<file path="src/hdl/cupp_pkg.sv">
package cupp_pkg;

  // Field widths fixed by the payload format.
  localparam int BYTE_W   = 8;
  localparam int SUB_W    = 13;
  localparam int SAMPLE_W = 16;
  localparam int COUNT_W  = 15;
  localparam int CS_W     = 16;

  // Header layout and limits.
  localparam int HDR_KEEP = 16;
  localparam logic [COUNT_W-1:0] HDR_LAST  = 15'd17;
  localparam logic [COUNT_W-1:0] HDR_BYTES = 15'd18;
  localparam logic [COUNT_W-1:0] COUNT_MAX = 15'h7FFF;
  localparam logic [15:0]        MAGIC     = 16'h1111;
  localparam int MAX_SUBS_DEF = 512;

  // Configuration port.
  localparam int CFG_IDX_W  = 2;
  localparam int CFG_DATA_W = 13;
  localparam logic [CFG_IDX_W-1:0] REG_FORMAT   = 2'd0;
  localparam logic [CFG_IDX_W-1:0] REG_CAPACITY = 2'd1;
  localparam logic [7:0]         FORMAT_INT16 = 8'd0;
  localparam logic [SUB_W-1:0]   CAPACITY_RST = 13'd512;

  // Queue between front and back.
  localparam int QUEUE_DEPTH = 4;

  typedef enum logic [2:0] {
    ST_OK       = 3'd0,
    ST_SHORT    = 3'd1,
    ST_MAGIC    = 3'd2,
    ST_LENGTH   = 3'd3,
    ST_TOO_MANY = 3'd4,
    ST_FORMAT   = 3'd5,
    ST_CAPACITY = 3'd6
  } status_t;

  // One queue word: an optional subcarrier and an optional packet summary.
  typedef struct packed {
    logic                has_sub;
    logic [SUB_W-1:0]    sub_idx;
    logic [SAMPLE_W-1:0] i_raw;
    logic [SAMPLE_W-1:0] q_raw;
    logic                has_sum;
    status_t             status;
    logic [SUB_W-1:0]    nsub;
    logic [CS_W-1:0]     chanspec;
    logic [7:0]          rssi;
    logic [5:0]          core_ss;
    logic [15:0]         seq;
  } cupp_entry_t;

  // One result word as it leaves the block.
  typedef struct packed {
    logic                is_summary;
    logic [SUB_W-1:0]    sub_index;
    logic [SAMPLE_W-1:0] i_value;
    logic [SAMPLE_W-1:0] q_value;
    logic [2:0]          status;
    logic [7:0]          channel;
    logic [7:0]          bw_mhz;
    logic                is_5ghz;
    logic [7:0]          rssi_val;
    logic [2:0]          core_number;
    logic [2:0]          stream_num;
    logic [15:0]         seq_count;
  } cupp_result_t;

endpackage

</file>
<file path="src/hdl/csi_udp_payload_parser.sv">
// CSI UDP payload parser. Takes one payload byte per clock with a last-byte marker,
// checks the 18-byte header and emits one word per completed subcarrier (raw int16
// I and Q) followed by a summary word at the end of every packet; subcarrier words
// of a packet whose summary status is nonzero are to be dropped by the consumer.
// Throughput is one byte per clock while in_stall is low. The front end classifies
// bytes and writes a four-word queue; the back end drains one word per clock into the
// output register while out_stall is low; a queue word with both parts gives its
// subcarrier first. Configuration is written through cfg_* (index 0 format, index 1
// capacity); the user must write it only while idle, as the block does not enforce it.
module csi_udp_payload_parser #(
  parameter int MAX_SUBS = cupp_pkg::MAX_SUBS_DEF
) (
  input  logic                                clk,
  input  logic                                rst_n,
  input  logic                                in_valid,
  output logic                                in_stall,
  input  logic [cupp_pkg::BYTE_W-1:0]         in_byte_value,
  input  logic                                in_is_last_byte,
  output logic                                out_valid,
  input  logic                                out_stall,
  output logic                                out_is_summary,
  output logic [cupp_pkg::SUB_W-1:0]          out_sub_index,
  output logic signed [cupp_pkg::SAMPLE_W-1:0] out_i_value,
  output logic signed [cupp_pkg::SAMPLE_W-1:0] out_q_value,
  output logic [2:0]                          out_status,
  output logic [7:0]                          out_chan_num,
  output logic [7:0]                          out_bw_mhz,
  output logic                                out_band_5g,
  output logic signed [7:0]                   out_rssi_val,
  output logic [2:0]                          out_core_number,
  output logic [2:0]                          out_stream_num,
  output logic [15:0]                         out_seq_count,
  input  logic                                cfg_valid,
  output logic                                cfg_ready,
  input  logic [cupp_pkg::CFG_IDX_W-1:0]      cfg_index,
  input  logic [cupp_pkg::CFG_DATA_W-1:0]     cfg_data
);
  import cupp_pkg::*;

  cupp_entry_t  push_word;
  cupp_entry_t  head_word;
  cupp_result_t res;
  logic         q_push;
  logic         q_pop;
  logic         q_full;
  logic         q_empty;

  // Front end: byte counting, header capture and status.
  cupp_front #(
    .MAX_SUBS(MAX_SUBS)
  ) u_front (
    .clk             (clk),
    .rst_n           (rst_n),
    .in_valid        (in_valid),
    .in_stall        (in_stall),
    .in_byte_value   (in_byte_value),
    .in_is_last_byte (in_is_last_byte),
    .cfg_valid       (cfg_valid),
    .cfg_ready       (cfg_ready),
    .cfg_index       (cfg_index),
    .cfg_data        (cfg_data),
    .q_full          (q_full),
    .q_push          (q_push),
    .q_word          (push_word)
  );

  // Queue between the two halves.
  cupp_queue u_queue (
    .clk       (clk),
    .rst_n     (rst_n),
    .push      (q_push),
    .push_word (push_word),
    .pop       (q_pop),
    .head_word (head_word),
    .empty     (q_empty),
    .full      (q_full)
  );

  // Back end: result formatting and output register.
  cupp_back u_back (
    .clk       (clk),
    .rst_n     (rst_n),
    .head_word (head_word),
    .q_empty   (q_empty),
    .q_pop     (q_pop),
    .out_valid (out_valid),
    .out_stall (out_stall),
    .out_word  (res)
  );

  // Result fields onto the ports.
  assign out_is_summary  = res.is_summary;
  assign out_sub_index   = res.sub_index;
  assign out_i_value     = res.i_value;
  assign out_q_value     = res.q_value;
  assign out_status      = res.status;
  assign out_chan_num    = res.channel;
  assign out_bw_mhz      = res.bw_mhz;
  assign out_band_5g     = res.is_5ghz;
  assign out_rssi_val    = res.rssi_val;
  assign out_core_number = res.core_number;
  assign out_stream_num  = res.stream_num;
  assign out_seq_count   = res.seq_count;

endmodule

</file>
<file path="src/hdl/cupp_front.sv">
module cupp_front #(
  parameter int MAX_SUBS = cupp_pkg::MAX_SUBS_DEF
) (
  input  logic                                clk,
  input  logic                                rst_n,
  input  logic                                in_valid,
  output logic                                in_stall,
  input  logic [cupp_pkg::BYTE_W-1:0]         in_byte_value,
  input  logic                                in_is_last_byte,
  input  logic                                cfg_valid,
  output logic                                cfg_ready,
  input  logic [cupp_pkg::CFG_IDX_W-1:0]      cfg_index,
  input  logic [cupp_pkg::CFG_DATA_W-1:0]     cfg_data,
  input  logic                                q_full,
  output logic                                q_push,
  output cupp_pkg::cupp_entry_t               q_word
);
  import cupp_pkg::*;

  logic [COUNT_W-1:0] cnt_r, cnt_nxt;
  logic [BYTE_W-1:0]  hdr_r [HDR_KEEP];
  logic [BYTE_W-1:0]  smp_r [3];
  logic [7:0]         fmt_r;
  logic [SUB_W-1:0]   cap_r;

  logic               accept;
  logic [COUNT_W-1:0] pos;
  logic [COUNT_W-1:0] csi;
  logic [SUB_W-1:0]   nsub;
  logic               in_body;
  logic               emit_sub;
  status_t            status;

  assign cfg_ready = 1'b1;
  assign in_stall  = q_full;
  assign accept    = in_valid && !q_full;

  // Configuration registers.
  always_ff @(posedge clk) begin
    if (!rst_n) begin
      fmt_r <= FORMAT_INT16;
      cap_r <= CAPACITY_RST;
    end else if (cfg_valid) begin
      case (cfg_index)
        REG_FORMAT:   fmt_r <= cfg_data[7:0];
        REG_CAPACITY: cap_r <= cfg_data[SUB_W-1:0];
        default:      ;
      endcase
    end
  end

  // Position of the byte inside the packet.
  assign pos      = cnt_r - HDR_BYTES;
  assign in_body  = (cnt_r >= HDR_BYTES) && (cnt_r < COUNT_MAX);
  assign emit_sub = in_body && (pos[1:0] == 2'd3);

  always_comb begin
    cnt_nxt = cnt_r;
    if (accept) begin
      if (in_is_last_byte) begin
        cnt_nxt = '0;
      end else if (cnt_r < COUNT_MAX) begin
        cnt_nxt = cnt_r + 15'd1;
      end
    end
  end

  always_ff @(posedge clk) begin
    if (!rst_n) begin
      cnt_r <= '0;
    end else begin
      cnt_r <= cnt_nxt;
    end
  end

  // Header and sample byte stores; only the first 16 header bytes are kept.
  always_ff @(posedge clk) begin
    if (accept) begin
      if (cnt_r < COUNT_W'(HDR_KEEP)) begin
        hdr_r[cnt_r[$clog2(HDR_KEEP)-1:0]] <= in_byte_value;
      end
      if (in_body) begin
        case (pos[1:0])
          2'd0:    smp_r[0] <= in_byte_value;
          2'd1:    smp_r[1] <= in_byte_value;
          2'd2:    smp_r[2] <= in_byte_value;
          default: ;
        endcase
      end
    end
  end

  // Packet status, checked in priority order on the final byte.
  assign csi  = cnt_r - HDR_LAST;
  assign nsub = csi[COUNT_W-1:2];

  always_comb begin
    if (fmt_r != FORMAT_INT16) begin
      status = ST_FORMAT;
    end else if (cnt_r < HDR_LAST) begin
      status = ST_SHORT;
    end else if ({hdr_r[1], hdr_r[0]} != MAGIC) begin
      status = ST_MAGIC;
    end else if (cnt_r >= COUNT_MAX) begin
      status = ST_TOO_MANY;
    end else if ((csi == '0) || (csi[1:0] != 2'd0)) begin
      status = ST_LENGTH;
    end else if (nsub > SUB_W'(MAX_SUBS)) begin
      status = ST_TOO_MANY;
    end else if (nsub > cap_r) begin
      status = ST_CAPACITY;
    end else begin
      status = ST_OK;
    end
  end

  // Queue word for this byte.
  always_comb begin
    q_push           = accept && (emit_sub || in_is_last_byte);
    q_word.has_sub   = emit_sub;
    q_word.sub_idx   = pos[SUB_W+1:2];
    q_word.i_raw     = {smp_r[1], smp_r[0]};
    q_word.q_raw     = {in_byte_value, smp_r[2]};
    q_word.has_sum   = in_is_last_byte;
    q_word.status    = status;
    q_word.nsub      = (status == ST_OK) ? nsub : '0;
    q_word.chanspec  = {hdr_r[15], hdr_r[14]};
    q_word.rssi      = hdr_r[2];
    q_word.core_ss   = hdr_r[12][5:0];
    q_word.seq       = {hdr_r[11], hdr_r[10]};
  end

endmodule

</file>
<file path="src/hdl/cupp_queue.sv">
module cupp_queue (
  input  logic                  clk,
  input  logic                  rst_n,
  input  logic                  push,
  input  cupp_pkg::cupp_entry_t push_word,
  input  logic                  pop,
  output cupp_pkg::cupp_entry_t head_word,
  output logic                  empty,
  output logic                  full
);
  import cupp_pkg::*;

  localparam int PTR_W = $clog2(QUEUE_DEPTH);

  cupp_entry_t      slot_r [QUEUE_DEPTH];
  logic [PTR_W-1:0] wr_ptr_r, wr_ptr_nxt;
  logic [PTR_W-1:0] rd_ptr_r, rd_ptr_nxt;
  logic [PTR_W:0]   fill_r, fill_nxt;
  logic             do_push;
  logic             do_pop;

  assign full      = (fill_r == (PTR_W+1)'(QUEUE_DEPTH));
  assign empty     = (fill_r == '0);
  assign head_word = slot_r[rd_ptr_r];
  assign do_push   = push && !full;
  assign do_pop    = pop && !empty;

  // Pointer and fill bookkeeping.
  always_comb begin
    wr_ptr_nxt = do_push ? wr_ptr_r + 1'b1 : wr_ptr_r;
    rd_ptr_nxt = do_pop ? rd_ptr_r + 1'b1 : rd_ptr_r;
    fill_nxt   = fill_r;
    if (do_push && !do_pop) begin
      fill_nxt = fill_r + 1'b1;
    end else if (do_pop && !do_push) begin
      fill_nxt = fill_r - 1'b1;
    end
  end

  always_ff @(posedge clk) begin
    if (!rst_n) begin
      wr_ptr_r <= '0;
      rd_ptr_r <= '0;
      fill_r   <= '0;
    end else begin
      wr_ptr_r <= wr_ptr_nxt;
      rd_ptr_r <= rd_ptr_nxt;
      fill_r   <= fill_nxt;
    end
  end

  always_ff @(posedge clk) begin
    if (do_push) begin
      slot_r[wr_ptr_r] <= push_word;
    end
  end

endmodule

</file>
<file path="src/hdl/cupp_back.sv">
module cupp_back (
  input  logic                   clk,
  input  logic                   rst_n,
  input  cupp_pkg::cupp_entry_t  head_word,
  input  logic                   q_empty,
  output logic                   q_pop,
  output logic                   out_valid,
  input  logic                   out_stall,
  output cupp_pkg::cupp_result_t out_word
);
  import cupp_pkg::*;

  logic         out_valid_r, out_valid_nxt;
  logic         sub_done_r, sub_done_nxt;
  cupp_result_t res_r, res_nxt;
  cupp_result_t sub_res;
  cupp_result_t sum_res;
  logic         load;
  logic [7:0]   ch;
  logic [7:0]   bw_cs;
  logic [7:0]   bw_n;
  logic         g5;

  // Bandwidth from the chanspec bandwidth code.
  function automatic logic [7:0] bw_of_chanspec(input logic [2:0] code);
    case (code)
      3'd2:    bw_of_chanspec = 8'd20;
      3'd3:    bw_of_chanspec = 8'd40;
      3'd4:    bw_of_chanspec = 8'd80;
      3'd5:    bw_of_chanspec = 8'd160;
      3'd6:    bw_of_chanspec = 8'd80;
      default: bw_of_chanspec = 8'd0;
    endcase
  endfunction

  // Bandwidth implied by the FFT size.
  function automatic logic [7:0] bw_of_count(input logic [SUB_W-1:0] n);
    case (n)
      13'd16:  bw_of_count = 8'd5;
      13'd32:  bw_of_count = 8'd10;
      13'd64:  bw_of_count = 8'd20;
      13'd128: bw_of_count = 8'd40;
      13'd256: bw_of_count = 8'd80;
      13'd512: bw_of_count = 8'd160;
      default: bw_of_count = 8'd0;
    endcase
  endfunction

  // Subcarrier word.
  always_comb begin
    sub_res            = '0;
    sub_res.sub_index  = head_word.sub_idx;
    sub_res.i_value    = head_word.i_raw;
    sub_res.q_value    = head_word.q_raw;
  end

  // Summary word with the band decision.
  always_comb begin
    ch    = head_word.chanspec[7:0];
    bw_cs = bw_of_chanspec(head_word.chanspec[13:11]);
    bw_n  = bw_of_count(head_word.nsub);
    g5    = (head_word.chanspec[15:14] == 2'b11);
    if (!g5 && (ch > 8'd14)) begin
      g5 = 1'b1;
    end
    if (g5 && (ch >= 8'd1) && (ch <= 8'd13) && (bw_cs == 8'd20)) begin
      g5 = 1'b0;
    end
    sum_res            = '0;
    sum_res.is_summary = 1'b1;
    sum_res.status     = head_word.status;
    if (head_word.status == ST_OK) begin
      sum_res.sub_index   = head_word.nsub;
      sum_res.channel     = ch;
      sum_res.bw_mhz      = (bw_n != 8'd0) ? bw_n : bw_cs;
      sum_res.is_5ghz     = g5;
      sum_res.rssi_val    = head_word.rssi;
      sum_res.core_number = head_word.core_ss[2:0];
      sum_res.stream_num  = head_word.core_ss[5:3];
      sum_res.seq_count   = head_word.seq;
    end
  end

  // Output register: a queue word with both parts gives its subcarrier first.
  always_comb begin
    load          = !out_valid_r || !out_stall;
    q_pop         = 1'b0;
    sub_done_nxt  = sub_done_r;
    out_valid_nxt = out_valid_r && out_stall;
    res_nxt       = res_r;
    if (load && !q_empty) begin
      out_valid_nxt = 1'b1;
      if (head_word.has_sub && !sub_done_r) begin
        res_nxt = sub_res;
        if (head_word.has_sum) begin
          sub_done_nxt = 1'b1;
        end else begin
          q_pop = 1'b1;
        end
      end else begin
        res_nxt      = sum_res;
        q_pop        = 1'b1;
        sub_done_nxt = 1'b0;
      end
    end
  end

  always_ff @(posedge clk) begin
    if (!rst_n) begin
      out_valid_r <= 1'b0;
      sub_done_r  <= 1'b0;
    end else begin
      out_valid_r <= out_valid_nxt;
      sub_done_r  <= sub_done_nxt;
    end
  end

  always_ff @(posedge clk) begin
    res_r <= res_nxt;
  end

  assign out_valid = out_valid_r;
  assign out_word  = res_r;

endmodule
</file>
<file path="config.mk">
export PLATFORM = sky130hd
export DESIGN_NAME = csi_udp_payload_parser
export DESIGN_NICKNAME = d
export VERILOG_FILES = /design/src/hdl/cupp_pkg.sv /design/src/hdl/csi_udp_payload_parser.sv /design/src/hdl/cupp_front.sv /design/src/hdl/cupp_queue.sv /design/src/hdl/cupp_back.sv
export SDC_FILE = /design/constraint.sdc
export NUM_CORES = 1
export LEC_CHECK = 0
export ABC_AREA = 1
export BUFFER_PORTS_ARGS = -buffer_cell sky130_fd_sc_hd__buf_2
export CORE_AREA = 4 4 313 315
export CTS_CLUSTER_DIAMETER = 100
export DETAILED_ROUTE_END_ITERATION = 12
export DIE_AREA = 0 0 317 319
export GPL_TIMING_DRIVEN = 0
export PLACE_DENSITY = 0.47
export SLEW_MARGIN = 30
export SYNTH_ARGS = -nofsm -noshare
export SYNTH_HDL_FRONTEND = slang
export SYNTH_SLANG_ARGS = --single-unit
export TNS_END_PERCENT = 20
</file>
<file path="constraint.sdc">
create_clock -name clk -period 7.18 [get_ports clk]
set_input_delay 0.718 -clock clk [delete_from_list [all_inputs] [get_ports clk]]
set_output_delay 0.718 -clock clk [all_outputs]
set_load 0.01 [all_outputs]
</file>
== Word-level counts from Yosys, hierarchy flattened ==
Memories as Yosys holds them, arrays and structs flattened. A register that Yosys moved wholly into a read port is not among the register bits.
Index checks and enable logic that the tools add are counted.

* Flip-flop bits (word level): 141
* Bits in writable memories: 588
* Input bits: 29
* Output and inout bits: 99
* Memories kept: 3

* Add/subtract/negate cells: 7
* Order comparisons: 10
* Equality and inequality tests: 20
* Multiplexer cells: 51
* Bitwise logic cells: 1
* Reduce and logical (&&, ||, !) cells: 46

{| class="wikitable"
|+ Memories
! memory !! depth !! width !! rd ports !! clocked after Yosys merged registers in !! wr ports !! RTL line !! text
|-
| u_queue.slot_r || 4 || 109 || 1 || 1 || 1 || cupp_queue.sv:15 || <nowiki>cupp_entry_t slot_r [QUEUE_DEPTH];</nowiki>
|-
| u_front.hdr_r || 16 || 8 || 8 || 0 || 1 || cupp_front.sv:21 || <nowiki>logic [BYTE_W-1:0] hdr_r [HDR_KEEP];</nowiki>
|-
| u_front.smp_r || 3 || 8 || 3 || 0 || 1 || cupp_front.sv:22 || <nowiki>logic [BYTE_W-1:0] smp_r [3];</nowiki>
|}

{| class="wikitable"
|+ Operator list
! operator !! count
|-
| 96-bit 2-to-1 mux || 1
|-
| 8-bit case mux with 6 select lines || 1
|-
| 47-bit 2-to-1 mux || 1
|-
| 8-bit case mux with 4 select lines || 1
|-
| 15-bit by 5-bit < comparator with 1-bit output (second input constant) || 2
|-
| 15-bit 2-to-1 mux || 2
|-
| 15-bit by 5-bit subtractor with 15-bit output (second input constant) || 2
|-
| 1-bit 2-to-1 mux || 27
|-
| 3-bit 2-to-1 mux || 9
|-
| 13-bit 2-to-1 mux || 2
|-
| 8-bit 2-to-1 mux || 3
|-
| 16-bit by 13-bit inequality test with 1-bit output (second input constant) || 1
|-
| 8-bit nonzero test || 2
|-
| 8-bit OR reduction || 2
|-
| 15-bit by 1-bit adder with 15-bit output (second input constant) || 1
|-
| 15-bit >= comparator (second input constant) || 1
|-
| 15-bit by 5-bit >= comparator with 1-bit output (second input constant) || 1
|-
| 1-bit logical AND || 15
|-
| 15-bit zero test || 1
|-
| 15-bit < comparator (second input constant) || 1
|-
| 13-bit by 10-bit equality test with 1-bit output (second input constant) || 1
|-
| 13-bit by 5-bit equality test with 1-bit output (second input constant) || 1
|-
| 13-bit by 6-bit equality test with 1-bit output (second input constant) || 1
|-
| 13-bit by 7-bit equality test with 1-bit output (second input constant) || 1
|-
| 26 further kinds || 55
|}

== Depth between registers and ports, before layout ==
Gate-level depths: netlist (run 1).

* Depth in word-level cells: 11
* Gate-level depth with buffers: 23
* Mapped depth without buffers: 22

== Cells and area by module ==
From an unflattened synthesis (run 1), not the netlist that was laid out.

* Cell total of the unflattened synthesis: 2074
* Area, all modules: 26625.5 µm²

{| class="wikitable"
|+ Modules (own cells, without submodules)
! module !! instances !! cells an instance !! area an instance (µm²) !! seq. area each (µm²)
|-
| cupp_queue || 1 || 1124 || 16580.9 || 13272.7
|-
| cupp_front || 1 || 581 || 5898.2 || 3303.2
|-
| cupp_back || 1 || 369 || 4146.5 || 2922.8
|}

== Worst setup path after synthesis (run 1) ==
No wires, ideal clock.

* Kind: input -> register
* Start: input port out_stall
* End: register u_queue.fill_r[1]
* Setup time: 0.116 ns
* Arrival: 6.977 ns
* Data required time: 7.064 ns
* Path slack: 0.087 ns
* Stages: 9
* Cells stage by stage: nand2_1 > inv_1 > a21oi_1 > nand2_1 > ha_1 > inv_1 > fa_1 > o21ai_0 > nor2_1

* Cells in the longest elaborated chain, start to end: 8
* Elaborated cells on any way between the ends: 10
* Those cells by class: mux: 2; reduce/logical: 8

{| class="wikitable"
|+ RTL lines
! item !! RTL line !! text
|-
| from (decl) || csi_udp_payload_parser.sv:20 || <nowiki>input logic out_stall,</nowiki>
|-
| 1-bit zero test || cupp_back.sv:86 || <nowiki>load = !out_valid_r || !out_stall;</nowiki>
|-
| 1-bit logical OR || cupp_back.sv:86 ||
|-
| 1-bit logical AND || cupp_back.sv:91 || <nowiki>if (load && !q_empty) begin</nowiki>
|-
| 1-bit 2-to-1 mux || cupp_back.sv:91 ||
|-
| 1-bit logical AND || cupp_queue.sv:26 || <nowiki>assign do_pop = pop && !empty;</nowiki>
|-
| 1-bit zero test || cupp_queue.sv:33 || <nowiki>if (do_push && !do_pop) begin</nowiki>
|-
| 1-bit logical AND || cupp_queue.sv:33 ||
|-
| 3-bit 2-to-1 mux || cupp_queue.sv:33 ||
|-
| named net u_queue.fill_nxt[1] || cupp_queue.sv:18 || <nowiki>logic [PTR_W:0] fill_r, fill_nxt;</nowiki>
|-
| to (signal assigned) || cupp_queue.sv:48 || <nowiki>fill_r <= fill_nxt;</nowiki>
|-
| to (decl) || cupp_queue.sv:18 ||
|}

The timed path passes the listed nets, and every way through them passes these cells.
A chain may end at the register's enable or synchronous reset.

== Worst setup path in the final report (run 1) ==
* Start: register u_front.cnt_r[1]
* End: memory u_queue.slot_r[1][70] (netlist name) (enable)

* Cells in the longest elaborated chain, start to end: 8
* Elaborated cells on any way between the ends: 11
* Those cells by class: add/sub: 1; order compare: 2; eq/ne: 1; mux: 2; reduce/logical: 5

{| class="wikitable"
|+ RTL lines
! item !! RTL line !! text
|-
| from (decl) || cupp_front.sv:20 || <nowiki>logic [COUNT_W-1:0] cnt_r, cnt_nxt;</nowiki>
|-
| from (signal assigned) || cupp_front.sv:72 || <nowiki>cnt_r <= cnt_nxt;</nowiki>
|-
| 15-bit by 5-bit subtractor with 15-bit output, or another cell as far along || cupp_front.sv:53 || <nowiki>assign pos = cnt_r - HDR_BYTES;</nowiki>
|-
| 2-bit equality test or 1-bit logical AND (tied branches) || cupp_front.sv:55, cupp_front.sv:54 ||
|-
| 1-bit logical AND (*) || cupp_front.sv:55 || <nowiki>assign emit_sub = in_body && (pos[1:0] == 2'd3);</nowiki>
|-
| 1-bit logical OR (*) || cupp_front.sv:119 || <nowiki>q_push = accept && (emit_sub || in_is_last_byte);</nowiki>
|-
| 1-bit logical AND (*) || cupp_front.sv:119 ||
|-
| 1-bit logical AND (*) || cupp_queue.sv:25 || <nowiki>assign do_push = push && !full;</nowiki>
|-
| 1-bit 2-to-1 mux (*) || cupp_queue.sv:53 || <nowiki>if (do_push) begin</nowiki>
|-
| 1-bit 2-to-1 mux (not written as such) (*) || cupp_queue.sv:54 || <nowiki>slot_r[wr_ptr_r] <= push_word;</nowiki>
|-
| to (decl) || cupp_queue.sv:15 ||
|}

Mark *: on every way between the ends. The rest lies on a longest branch, timed or not.

==> results.py, run 1 <==
metrics = {
    "outcome": {
        "status": "finished clean",
    },
    "synth": {
        "synthSimpleGateAreaFrac": 0.108,
        "netlist_instances": 1976,
        "synth_common_cells": "edfxtp_1 (603), nor2_1 (372), o21ai_0 (197)",
        "synthMuxAreaShare": 0,
        "synth_edf_count": 603,
        "ys_warn_count": 0,
        "ys_ff_latch": 650,
        "syn_avg_cell_area_um2": 12.9,
        "yosysTopAreaCell": "edfxtp_1",
        "async_flop_share": 0,
        "yosysTopAreaCellShare": 0.710,
        "synth_area_leaders": "edfxtp_1 (71%), nor2_1 (5.5%), o21ai_0 (3.9%)",
        "ys_types": 53,
        "synth_compound_area_frac": 0.0899,
        "synth_xor_area_frac": 0.00755,
        "yosysSeqAreaShare": 0.747,
        "synthAdderAreaFrac": 0.0126,
        "yosysMostFrequentCell": "edfxtp_1",
        "ys.flop_type": "edfxtp_1",
        "synth_top_family_by_area": "simple AND/OR/NAND/NOR gates",
        "netlist_area_um2": 25500,
    },
    "detailed_routing": {
        "drt-total-wl_mm": 69.3,
        "vias": 15900,
        "drtIter0Drc": 1227,
        "wire_per_inst_um": 19.5,
        "vias_per_cell": 4.49,
        "ant_nets": 0,
        "route.detailed.drc": 0,
        "drt-pass1-iter-count": 5,
    },
    "critical_path": {
        "cp-start-kind": "flip-flop",
        "critPathKind": "reg -> reg",
        "r2r_setup_slack_ps": 3120,
        "crit_fanout": 17,
        "worstPathRequired_ps": 7520,
        "cp.arrival_ps": 4400,
        "cp-end-kind": "flip-flop",
    },
    "global_routing": {
        "antenna_found_initial": 0,
        "grt_pass1_wl_mm": 102,
        "grt_use_total": 0.134,
        "grt_max_degree": 23,
        "grtUsageMet3": 0.0244,
        "met2_usage": 0.216,
        "grt_pass1_vias": 16000,
        "top_usage_layer": "met2",
        "grt_util_met1": 0.184,
        "grt_overflow": 0,
    },
    "cts": {
        "ctsResizeCount": 0,
        "cts_buffer_depth": 3,
        "postCtsHoldBufs": 0,
        "root_buffer": "clkbuf_16",
        "cts-buffers-inserted": 74,
        "numClockSinks": 650,
        "cts.clk_slew.worst_paths_ps": 60,
        "clock_latency_ps": 620,
        "post_cts_buffers": 0,
        "cts_tree": "built",
        "h-tree-depth": 3,
    },
    "sta": {
        "rsz0062_at_grt": "no",
        "fmax_mhz": 246,
        "tns_ps": 0,
        "skew_ps": 36.7,
        "slew_headroom": 0.385,
        "drv_slew": 0,
        "finalSetupViolCount": 0,
        "worst_pin_slew_ps": 923,
        "fin_crit_sh": 0.566,
        "fin_crit_ps": 4060,
        "hold_viol": 0,
    },
    "die": {
        "die_w_um": 317,
        "rows": 113,
        "initial_core_util": 0.269,
        "num_io_pins": 128,
        "die_area_um2": 101000,
        "core_um2": 94900,
        "dieHeight_um": 319,
    },
    "placement": {
        "dp_hpwl_mm": 46.8,
        "portBuffers": 126,
        "dp_cells": 3418,
        "gp_congestion": 0.813,
    },
    "final_layout": {
        "areaGrowthSynthToFinish_pct": 22.1,
        "nets": 2283,
        "instances_no_fill": 3552,
        "drive_above_1_share": 0.156,
    },
    "pwr": {
        "leakage_nw": 10.9,
        "power.density_nw_per_um2": 367,
        "ir_drop_mv": 0.165,
    },
    "min_path": {
        "hp-class": "in -> reg",
    },
    "run": {
        "drv_cap": 0,
    },
}
==> metrics by stage <==
step           setup slack, ps  utilization  instance area [um^2]  power [W]  hold slack, ps
2_1_floorplan             87.1            -                 25600    0.00658             435
3_3_place_gp             -4830        0.293                 27800    0.00747             451
3_5_place_dp              3180        0.303                 28800    0.00793             464
4_1_cts                   3160        0.328                 31100     0.0116             288
5_1_grt                   2930        0.328                 31100     0.0121             316
6_report                  3120        0.328                 31100     0.0114             331
==> layout by cell type (no fill, tap or decap), types with 3 or more instances in the layout <==
cell type and count:
clkinv_8 3, nor3_1 13, inv_2 5, buf_1 26, a21oi_1 146, ha_1 24, o21ai_1 5, nor2_2 10
clkbuf_16 75, inv_1 99, buf_2 143, buf_8 3, buf_16 30, clkinv_1 12, nand2_2 8, o22a_1 6
nand2_1 194, conb_1 13, buf_4 10, nor3_2 6, nand4_1 9, nor2_4 6, a211oi_1 6, a221o_1 13
clkbuf_1 55, nand3_2 4, nor2_1 365, dfxtp_1 47, a32o_1 10, nor4_1 7, bufinv_16 5, a32oi_1 5
clkinv_2 12, xor2_1 21, o22ai_1 5, o21ai_0 197, edfxtp_1 603, buf_6 12, nand3_1 38, a31oi_1 4
==> where the power goes <==
| group | leakage (nW) | switching, W | internal [W] |
|---|---|---|---|
| registers | 5.86 | 0.000129 | 0.00469 |
| logic | 3.90 | 0.00206 | 0.000891 |
| clock network | 1.16 | 0.00152 | 0.00214 |
==> layout make-up <==
class,instances,area (um^2)
repair buffers,166,1550
well taps,1265,1580
flip-flops and latches,650,19000
plain buffers,96,485
inverters,107,410
diodes,1,2.50
clock inverters,38,394
clock buffers,95,1980
fillers,9276,63700
multi-input cells,1134,5690
==> critical path: stages, from the launching register on <==
cell	delay, ps
dfxtp_1	380
inv_1	180
ha_1	300
nand2_1	80
nand2_1	220
nand2_1	160
o31ai_2	660
o21ai_0	290
nand2_1	470
nor2_4	130
buf_16	200
buf_16	170
buf_16	170
buf_16	170
buf_16	170
==> flip-flops by register name (all words and copies together) (netlist names), named ones only <==
signal             cells
u_queue.rd_ptr_r       2
u_back.out_valid       1
u_back.out_word       96
u_front.cap_r         13
u_back.sub_done_r      1
u_queue.wr_ptr_r       2
u_front.smp_r         24
u_front.fmt_r          8
u_front.cnt_r         15
u_front.hdr_r         59
u_queue.fill_r         3
u_queue.slot_r       424
==> per-layer routing <==
layer | up-vias | share of wire
met5 | - | 0
met4 | 0 | 0.025
met3 | 109 | 0.056
met2 | 450 | 0.47
met1 | 7828 | 0.45
li1 | 7550 | -
==> cell families after synthesis <==
logic type / Yosys count
compound gates: 408
xor+xnor: 22
fa+ha+maj: 25
buf+inv: 203
flops: 650
other cells: 2
simple gates: 666
==> path summary, 6_finish.rpt <==
| kind | cells after the start | from | to |
|---|---|---|---|
| max | 14 | u_front.cnt_r[1] | u_queue.slot_r[1][70] |
| min | 3 | cfg_data[9] | u_front.cap_r[9] |
| max reg2reg | 14 | u_front.cnt_r[1] | u_queue.slot_r[1][70] |
| min reg2reg | 2 | u_front.cap_r[10] | u_front.cap_r[10] |
(Power assumes the default switching activity.)
==> run 2: changes to the inputs <==
==> constraint.sdc (replaced) <==
create_clock -name clk -period 3.4 [get_ports clk]
set_input_delay 0.34 -clock clk [delete_from_list [all_inputs] [get_ports clk]]
set_output_delay 0.34 -clock clk [all_outputs]
set_load 0.01 [all_outputs]
==> run 2 against run 1 <==
Against the previous run:
- hold slack worse by 270 ps
- clock power rose by 120%
- cell count is 0.48% higher
- die area unchanged
- total power increased by 120%
- sequential cell count unchanged
- highest routed layer unchanged
- worst setup slack worse by 2900 ps
==> results.py, run 2 (same netlist as run 1, synthesis figures left out) <==
metrics = {
    "critical_path": {
        "cpMaxStageDelayCell": "o31ai_4",
        "critical_path.n_buffers_inverters": 8,
        "r2r_cells": 16,
        "cp-start-kind": "flip-flop",
        "crit_fanout": 16,
        "path_cells": "buf_6 -> inv_4 -> ha_4 -> nand2_2 -> nand2_2 -> nand2_2 -> o31ai_4 -> o21ai_2 -> nand2_4 -> nor2_4 -> buf_16 -> buf_16 -> buf_16 -> buf_16 -> buf_16 -> buf_16",
        "critPathKind": "reg -> reg",
        "worstPathRequired_ps": 3760,
        "cp-end-kind": "flip-flop",
        "slowest_delay_ps": 500,
        "crit_family": "buffers and inverters",
        "path_depth": 16,
        "cp.arrival_ps": 3570,
        "cpMostUsedCell": "buf_16",
    },
    "cts": {
        "clock_latency_ps": 620,
        "root_buffer": "clkbuf_16",
        "cts.clk_slew.worst_paths_ps": 50,
        "cts_buffer_depth": 3,
        "numClockSinks": 650,
        "cts-buffers-inserted": 74,
        "cts_tree": "built",
        "h-tree-depth": 3,
    },
    "detailed_routing": {
        "wire_per_inst_um": 19.2,
        "drt-total-wl_mm": 68.4,
        "vias_per_cell": 4.47,
        "drt-pass1-iter-count": 5,
        "route.detailed.drc": 0,
        "drtIter0Drc": 1194,
        "ant_nets": 0,
        "vias": 16000,
    },
    "sta": {
        "hold_viol": 0,
        "finalSetupViolCount": 0,
        "layout_setup_ws_ps": 195,
        "fin_crit_ps": 3210,
        "tns_ps": 0,
        "worst_pin_slew_ps": 934,
        "slew_headroom": 0.377,
        "fmax_mhz": 312,
        "skew_ps": 17.7,
        "fin_crit_sh": 0.943,
        "rsz0062_at_grt": "no",
        "drv_slew": 0,
    },
    "placement": {
        "pre_cts_slack_ps": -59.3,
        "dp_hpwl_mm": 46.3,
        "portBuffers": 126,
        "gp_congestion": 0.828,
        "place_area_um2": 28800,
    },
    "min_path": {
        "hp-class": "in -> reg",
        "hold_path_depth": 3,
    },
    "global_routing": {
        "grt_pass1_wl_mm": 100,
        "grt_overflow": 0,
        "grt_pass1_vias": 16000,
        "antenna_found_initial": 2,
        "grt_use_total": 0.132,
        "grt_max_degree": 25,
    },
    "die": {
        "core_um2": 94900,
        "die_w_um": 317,
        "die_area_um2": 101000,
        "initial_core_util": 0.269,
        "num_io_pins": 128,
        "dieHeight_um": 319,
        "rows": 113,
    },
    "pwr": {
        "p_sw_frac": 0.321,
        "seqPwrFrac": 0.414,
        "power.density_nw_per_um2": 779,
        "leakage_nw": 11.1,
        "p_int_w": 0.0167,
        "switchingPower_w": 0.00791,
        "pwr-share-comb": 0.255,
        "total_power_w": 0.0246,
        "pwr-share-clk": 0.331,
        "ir_drop_mv": 0.375,
    },
    "final_layout": {
        "drive_above_1_share": 0.175,
        "final_common_cell": "edfxtp_1",
        "final_cell_mix": "edfxtp_1 (603), nor2_1 (354), o21ai_0 (196), nand2_1 (189), a21oi_1 (146)",
        "areaGrowthSynthToFinish_pct": 23.8,
        "finalInstanceArea_um2": 31600,
        "nets": 2298,
        "regMostFlops": "u_queue.slot_r",
        "largest_reg_flops": 424,
    },
    "outcome": {
        "status": "finished clean",
    },
    "run": {
        "drv_cap": 0,
    },
}
run 2: cell types whose count changed in the layout (fill, tap and decap cells not counted), sizes merged:
| cell | previous run | this run |
|---|---|---|
| dlygate4sd3 | 0 | 12 |
| clkbuf | 133 | 123 |
| bufinv | 5 | 11 |
| inv | 109 | 113 |
| buf | 224 | 227 |
| clkinvlp | 1 | 3 |
run 2: final timing paths:
| path | slack [ps] | endpoint | from |
|---|---|---|---|
| max | 190 | u_queue.slot_r[0][65] | u_front.cnt_r[2] |
| min | 60 | u_front.cap_r[11] | cfg_data[11] |
| max reg2reg | 190 | u_queue.slot_r[0][65] | u_front.cnt_r[2] |
| min reg2reg | 470 | u_front.cap_r[1] | u_front.cap_r[1] |
run 2: power groups by stage:
stage / sequential (W) / combinational, W / clock [W]
floorplan: 0.0107 / 0.00313 / 0
global placement: 0.0104 / 0.00599 / 0
detailed placement: 0.0104 / 0.00641 / 0
CTS: 0.0102 / 0.00644 / 0.00837
global route: 0.0103 / 0.00693 / 0.00873
finish: 0.0102 / 0.00627 / 0.00815
run 2: per-stage QoR:
stage	hold WS [ps]	instances	utilization
2_1_floorplan	435	1987	-
3_3_place_gp	454	3378	0.294
3_5_place_dp	463	3419	0.304
4_1_cts	14.4	3566	0.331
5_1_grt	71.2	3568	0.333
6_report	62.6	3569	0.333
run 2: worst min-delay path, delay by kind of cell:
family,cells,cell delay [ps]
AOI/OAI and AO/OA,2,220
buffers and inverters,1,70
run 2: final cells by class:
cell class	instances	area [um^2]
fillers	9196	63300
flip-flops and latches	650	19100
multi-input cells	1134	5840
clock buffers	85	1890
repair buffers	181	1710
well taps	1265	1580
clock inverters	50	607
plain buffers	96	488
inverters	107	413
diodes	1	2.50
run 2: repair_timing:
item | 4_1_cts | 5_1_grt
endpoints found under the setup margin | 17 | 142
pin swaps | 0 | 1
buffers inserted | 0 | 2
gates resized for setup | 2 | 31
hold endpoints to repair | 13 | 0
hold buffers | 12 | 0
run 2: routing by layer:
| metal | global-route usage | share of wire | vias up |
|---|---|---|---|
| li1 | - | - | 7589 |
| met1 | 0.176 | 0.44 | 7892 |
| met2 | 0.222 | 0.49 | 386 |
| met3 | 0.0251 | 0.051 | 87 |
| met4 | 0.0339 | 0.019 | 0 |
| met5 | 0 | 0 | - |
==> run 3: changes to the inputs <==
--- a/config.mk
+++ b/config.mk
@@ -13,6 +13,7 @@
 export DIE_AREA = 0 0 317 319
 export GPL_TIMING_DRIVEN = 0
 export PLACE_DENSITY = 0.47
+export RECOVER_POWER = 50
 export SLEW_MARGIN = 30
 export SYNTH_ARGS = -nofsm -noshare
 export SYNTH_HDL_FRONTEND = slang
==> run 3 against run 2 <==
Against the previous run:
- combinational power down 3.2%
- utilization down 0.22 points
- clock-buffer cell count unchanged
- non-clock buffer count unchanged
- hold slack better by 5.7 ps
- clock power about the same
- via count about the same
- cell count unchanged
- sequential share of layout area up 0.40 points
- sequential power about the same
- routed wire length up 0.11%
==> results.py, run 3 (same netlist as run 1, synthesis figures left out) <==
metrics = {
    "sta": {
        "fmax_mhz": 314,
        "fin_crit_sh": 0.938,
        "rsz0062_at_grt": "no",
        "skew_ps": 18.7,
        "drv_slew": 0,
        "layout_setup_ws_ps": 212,
        "hold_viol": 0,
        "worst_pin_slew_ps": 1480,
        "fin_crit_ps": 3190,
        "finalSetupViolCount": 0,
        "slew_headroom": 0.0154,
    },
    "detailed_routing": {
        "ant_nets": 0,
        "drt-total-wl_mm": 68.4,
        "vias_per_cell": 4.47,
        "wire_per_inst_um": 19.2,
        "route.detailed.drc": 0,
        "drtIter0Drc": 1176,
        "drt-pass1-iter-count": 5,
        "vias": 16000,
    },
    "die": {
        "initial_core_util": 0.269,
        "die_area_um2": 101000,
        "rows": 113,
        "dieHeight_um": 319,
        "core_um2": 94900,
        "num_io_pins": 128,
        "die_w_um": 317,
    },
    "global_routing": {
        "grt_pass1_vias": 16000,
        "grt_use_total": 0.132,
        "grt_max_degree": 25,
        "antenna_found_initial": 2,
        "grt_overflow": 0,
        "grt_pass1_wl_mm": 100,
    },
    "placement": {
        "dp_hpwl_mm": 46.3,
        "gp_congestion": 0.828,
        "dp_cells": 3419,
        "place_area_um2": 28800,
        "pre_cts_slack_ps": -59.3,
        "portBuffers": 126,
    },
    "cts": {
        "cts_buffer_depth": 3,
        "cts_tree": "built",
        "numClockSinks": 650,
        "root_buffer": "clkbuf_16",
        "cts.clk_slew.worst_paths_ps": 60,
        "cts-buffers-inserted": 74,
        "h-tree-depth": 3,
        "clock_latency_ps": 620,
    },
    "final_layout": {
        "drive_above_1_share": 0.119,
        "nets": 2298,
        "finalInstanceArea_um2": 31400,
        "instances_no_fill": 3569,
        "largest_reg_flops": 424,
        "final_util": 0.331,
        "final_common_cell": "edfxtp_1",
        "nFillCells": 9251,
        "final_cell_mix": "edfxtp_1 (603), nor2_1 (359), o21ai_0 (197), nand2_1 (190), clkbuf_1 (165)",
        "regMostFlops": "u_queue.slot_r",
        "areaGrowthSynthToFinish_pct": 23.0,
    },
    "min_path": {
        "hp-class": "in -> reg",
        "hold_path_depth": 3,
        "hp-start": "cfg_data[11]",
    },
    "pwr": {
        "p_sw_frac": 0.324,
        "p_int_w": 0.0165,
        "pwr-share-comb": 0.249,
        "seqPwrFrac": 0.418,
        "leakage_nw": 10.7,
        "power.density_nw_per_um2": 778,
        "pwr-share-clk": 0.334,
        "ir_drop_mv": 0.377,
        "total_power_w": 0.0244,
        "switchingPower_w": 0.00791,
    },
    "critical_path": {
        "worstPathRequired_ps": 3710,
        "cpMaxStageDelayCell": "dfxtp_1",
        "crit_family": "buffers and inverters",
        "r2r_cells": 16,
        "r2r-start": "u_front.cnt_r[2]",
        "critPathKind": "reg -> reg",
        "crit_fanout": 19,
        "path_depth": 16,
        "cp.arrival_ps": 3500,
        "cp-end-kind": "flip-flop",
        "slowest_delay_ps": 350,
        "cpMostUsedCell": "buf_16",
        "critical_path.n_buffers_inverters": 8,
        "path_cells": "buf_6 -> inv_4 -> ha_4 -> nand2_1 -> nand2_2 -> nand2_2 -> o31ai_4 -> o21ai_2 -> nand2_4 -> nor2_4 -> buf_12 -> buf_8 -> buf_16 -> buf_16 -> buf_16 -> buf_16",
        "setup.worst_path.start": "u_front.cnt_r[2]",
        "cp-start-kind": "flip-flop",
    },
    "outcome": {
        "status": "finished clean",
    },
    "run": {
        "drv_cap": 0,
    },
}
-- run 3: cell types whose count changed in the layout (fill, tap and decap cells not counted), sizes merged --
cell,change
buf,-118
clkbuf,+118
clkinv,+1
inv,-1
-- run 3: power by group through the flow --
stage | clock network, W | registers, W | logic [W]
2_1_floorplan | 0 | 0.0107 | 0.00313
3_3_place_gp | 0 | 0.0104 | 0.00599
3_5_place_dp | 0 | 0.0104 | 0.00641
4_1_cts | 0.00837 | 0.0102 | 0.00644
5_1_grt | 0.00873 | 0.0103 | 0.00673
6_report | 0.00815 | 0.0102 | 0.00607
-- run 3: repair_timing --
item                       4_1_cts  5_1_grt
resized for setup                2       31
pin swaps                        0        1
hold endpoints to repair        13        0
setup buffers                    0        2
hold buffers                    12        0
setup endpoints to repair       17      142
-- run 3: per-layer routing --
| layer | share of wire | global-route usage | wire length, um |
|---|---|---|---|
| met5 | 0 | 0 | 0 |
| met4 | 0.019 | 0.0339 | 1320 |
| met3 | 0.052 | 0.0251 | 3530 |
| met2 | 0.49 | 0.222 | 33300 |
| met1 | 0.44 | 0.176 | 30300 |
-- run 3: path summary, 6_finish.rpt --
check        slack, ps                    end
min reg2reg        470       u_front.cap_r[1]
max reg2reg        210  u_queue.slot_r[3][70]
min                 70      u_front.cap_r[11]
max                210  u_queue.slot_r[3][70]
-- run 3: worst register-to-register path: stages, from the launching register on --
cell	delay [ps]
dfxtp_1	350
buf_6	160
inv_4	50
ha_4	170
nand2_1	80
nand2_2	110
nand2_2	140
o31ai_4	140
o21ai_2	200
nand2_4	140
nor2_4	230
buf_12	200
buf_8	190
buf_16	170
buf_16	180
buf_16	180
buf_16	200
-- run 3: cell type report --
| class | instances | area, um^2 | area share |
|---|---|---|---|
| clock inverter | 50 | 607 | 0.0193 |
| antenna | 1 | 2.50 | 0.0000798 |
| multi-input combinational | 1134 | 5790 | 0.184 |
| buffer | 96 | 488 | 0.0156 |
| tap | 1265 | 1580 | 0.0504 |
| clock buffer | 85 | 1890 | 0.0603 |
| timing repair buffer | 181 | 1550 | 0.0495 |
| inverter | 107 | 413 | 0.0132 |
| sequential | 650 | 19100 | 0.607 |
-- run 3: stage by stage --
step	setup TNS [ps]	hold slack, ps
after detailed placement	-313	463
after CTS	-698	14.4
after floorplan	-6.02	435
after global routing	0	71.2
after global placement	-839820	454
final	0	68.4
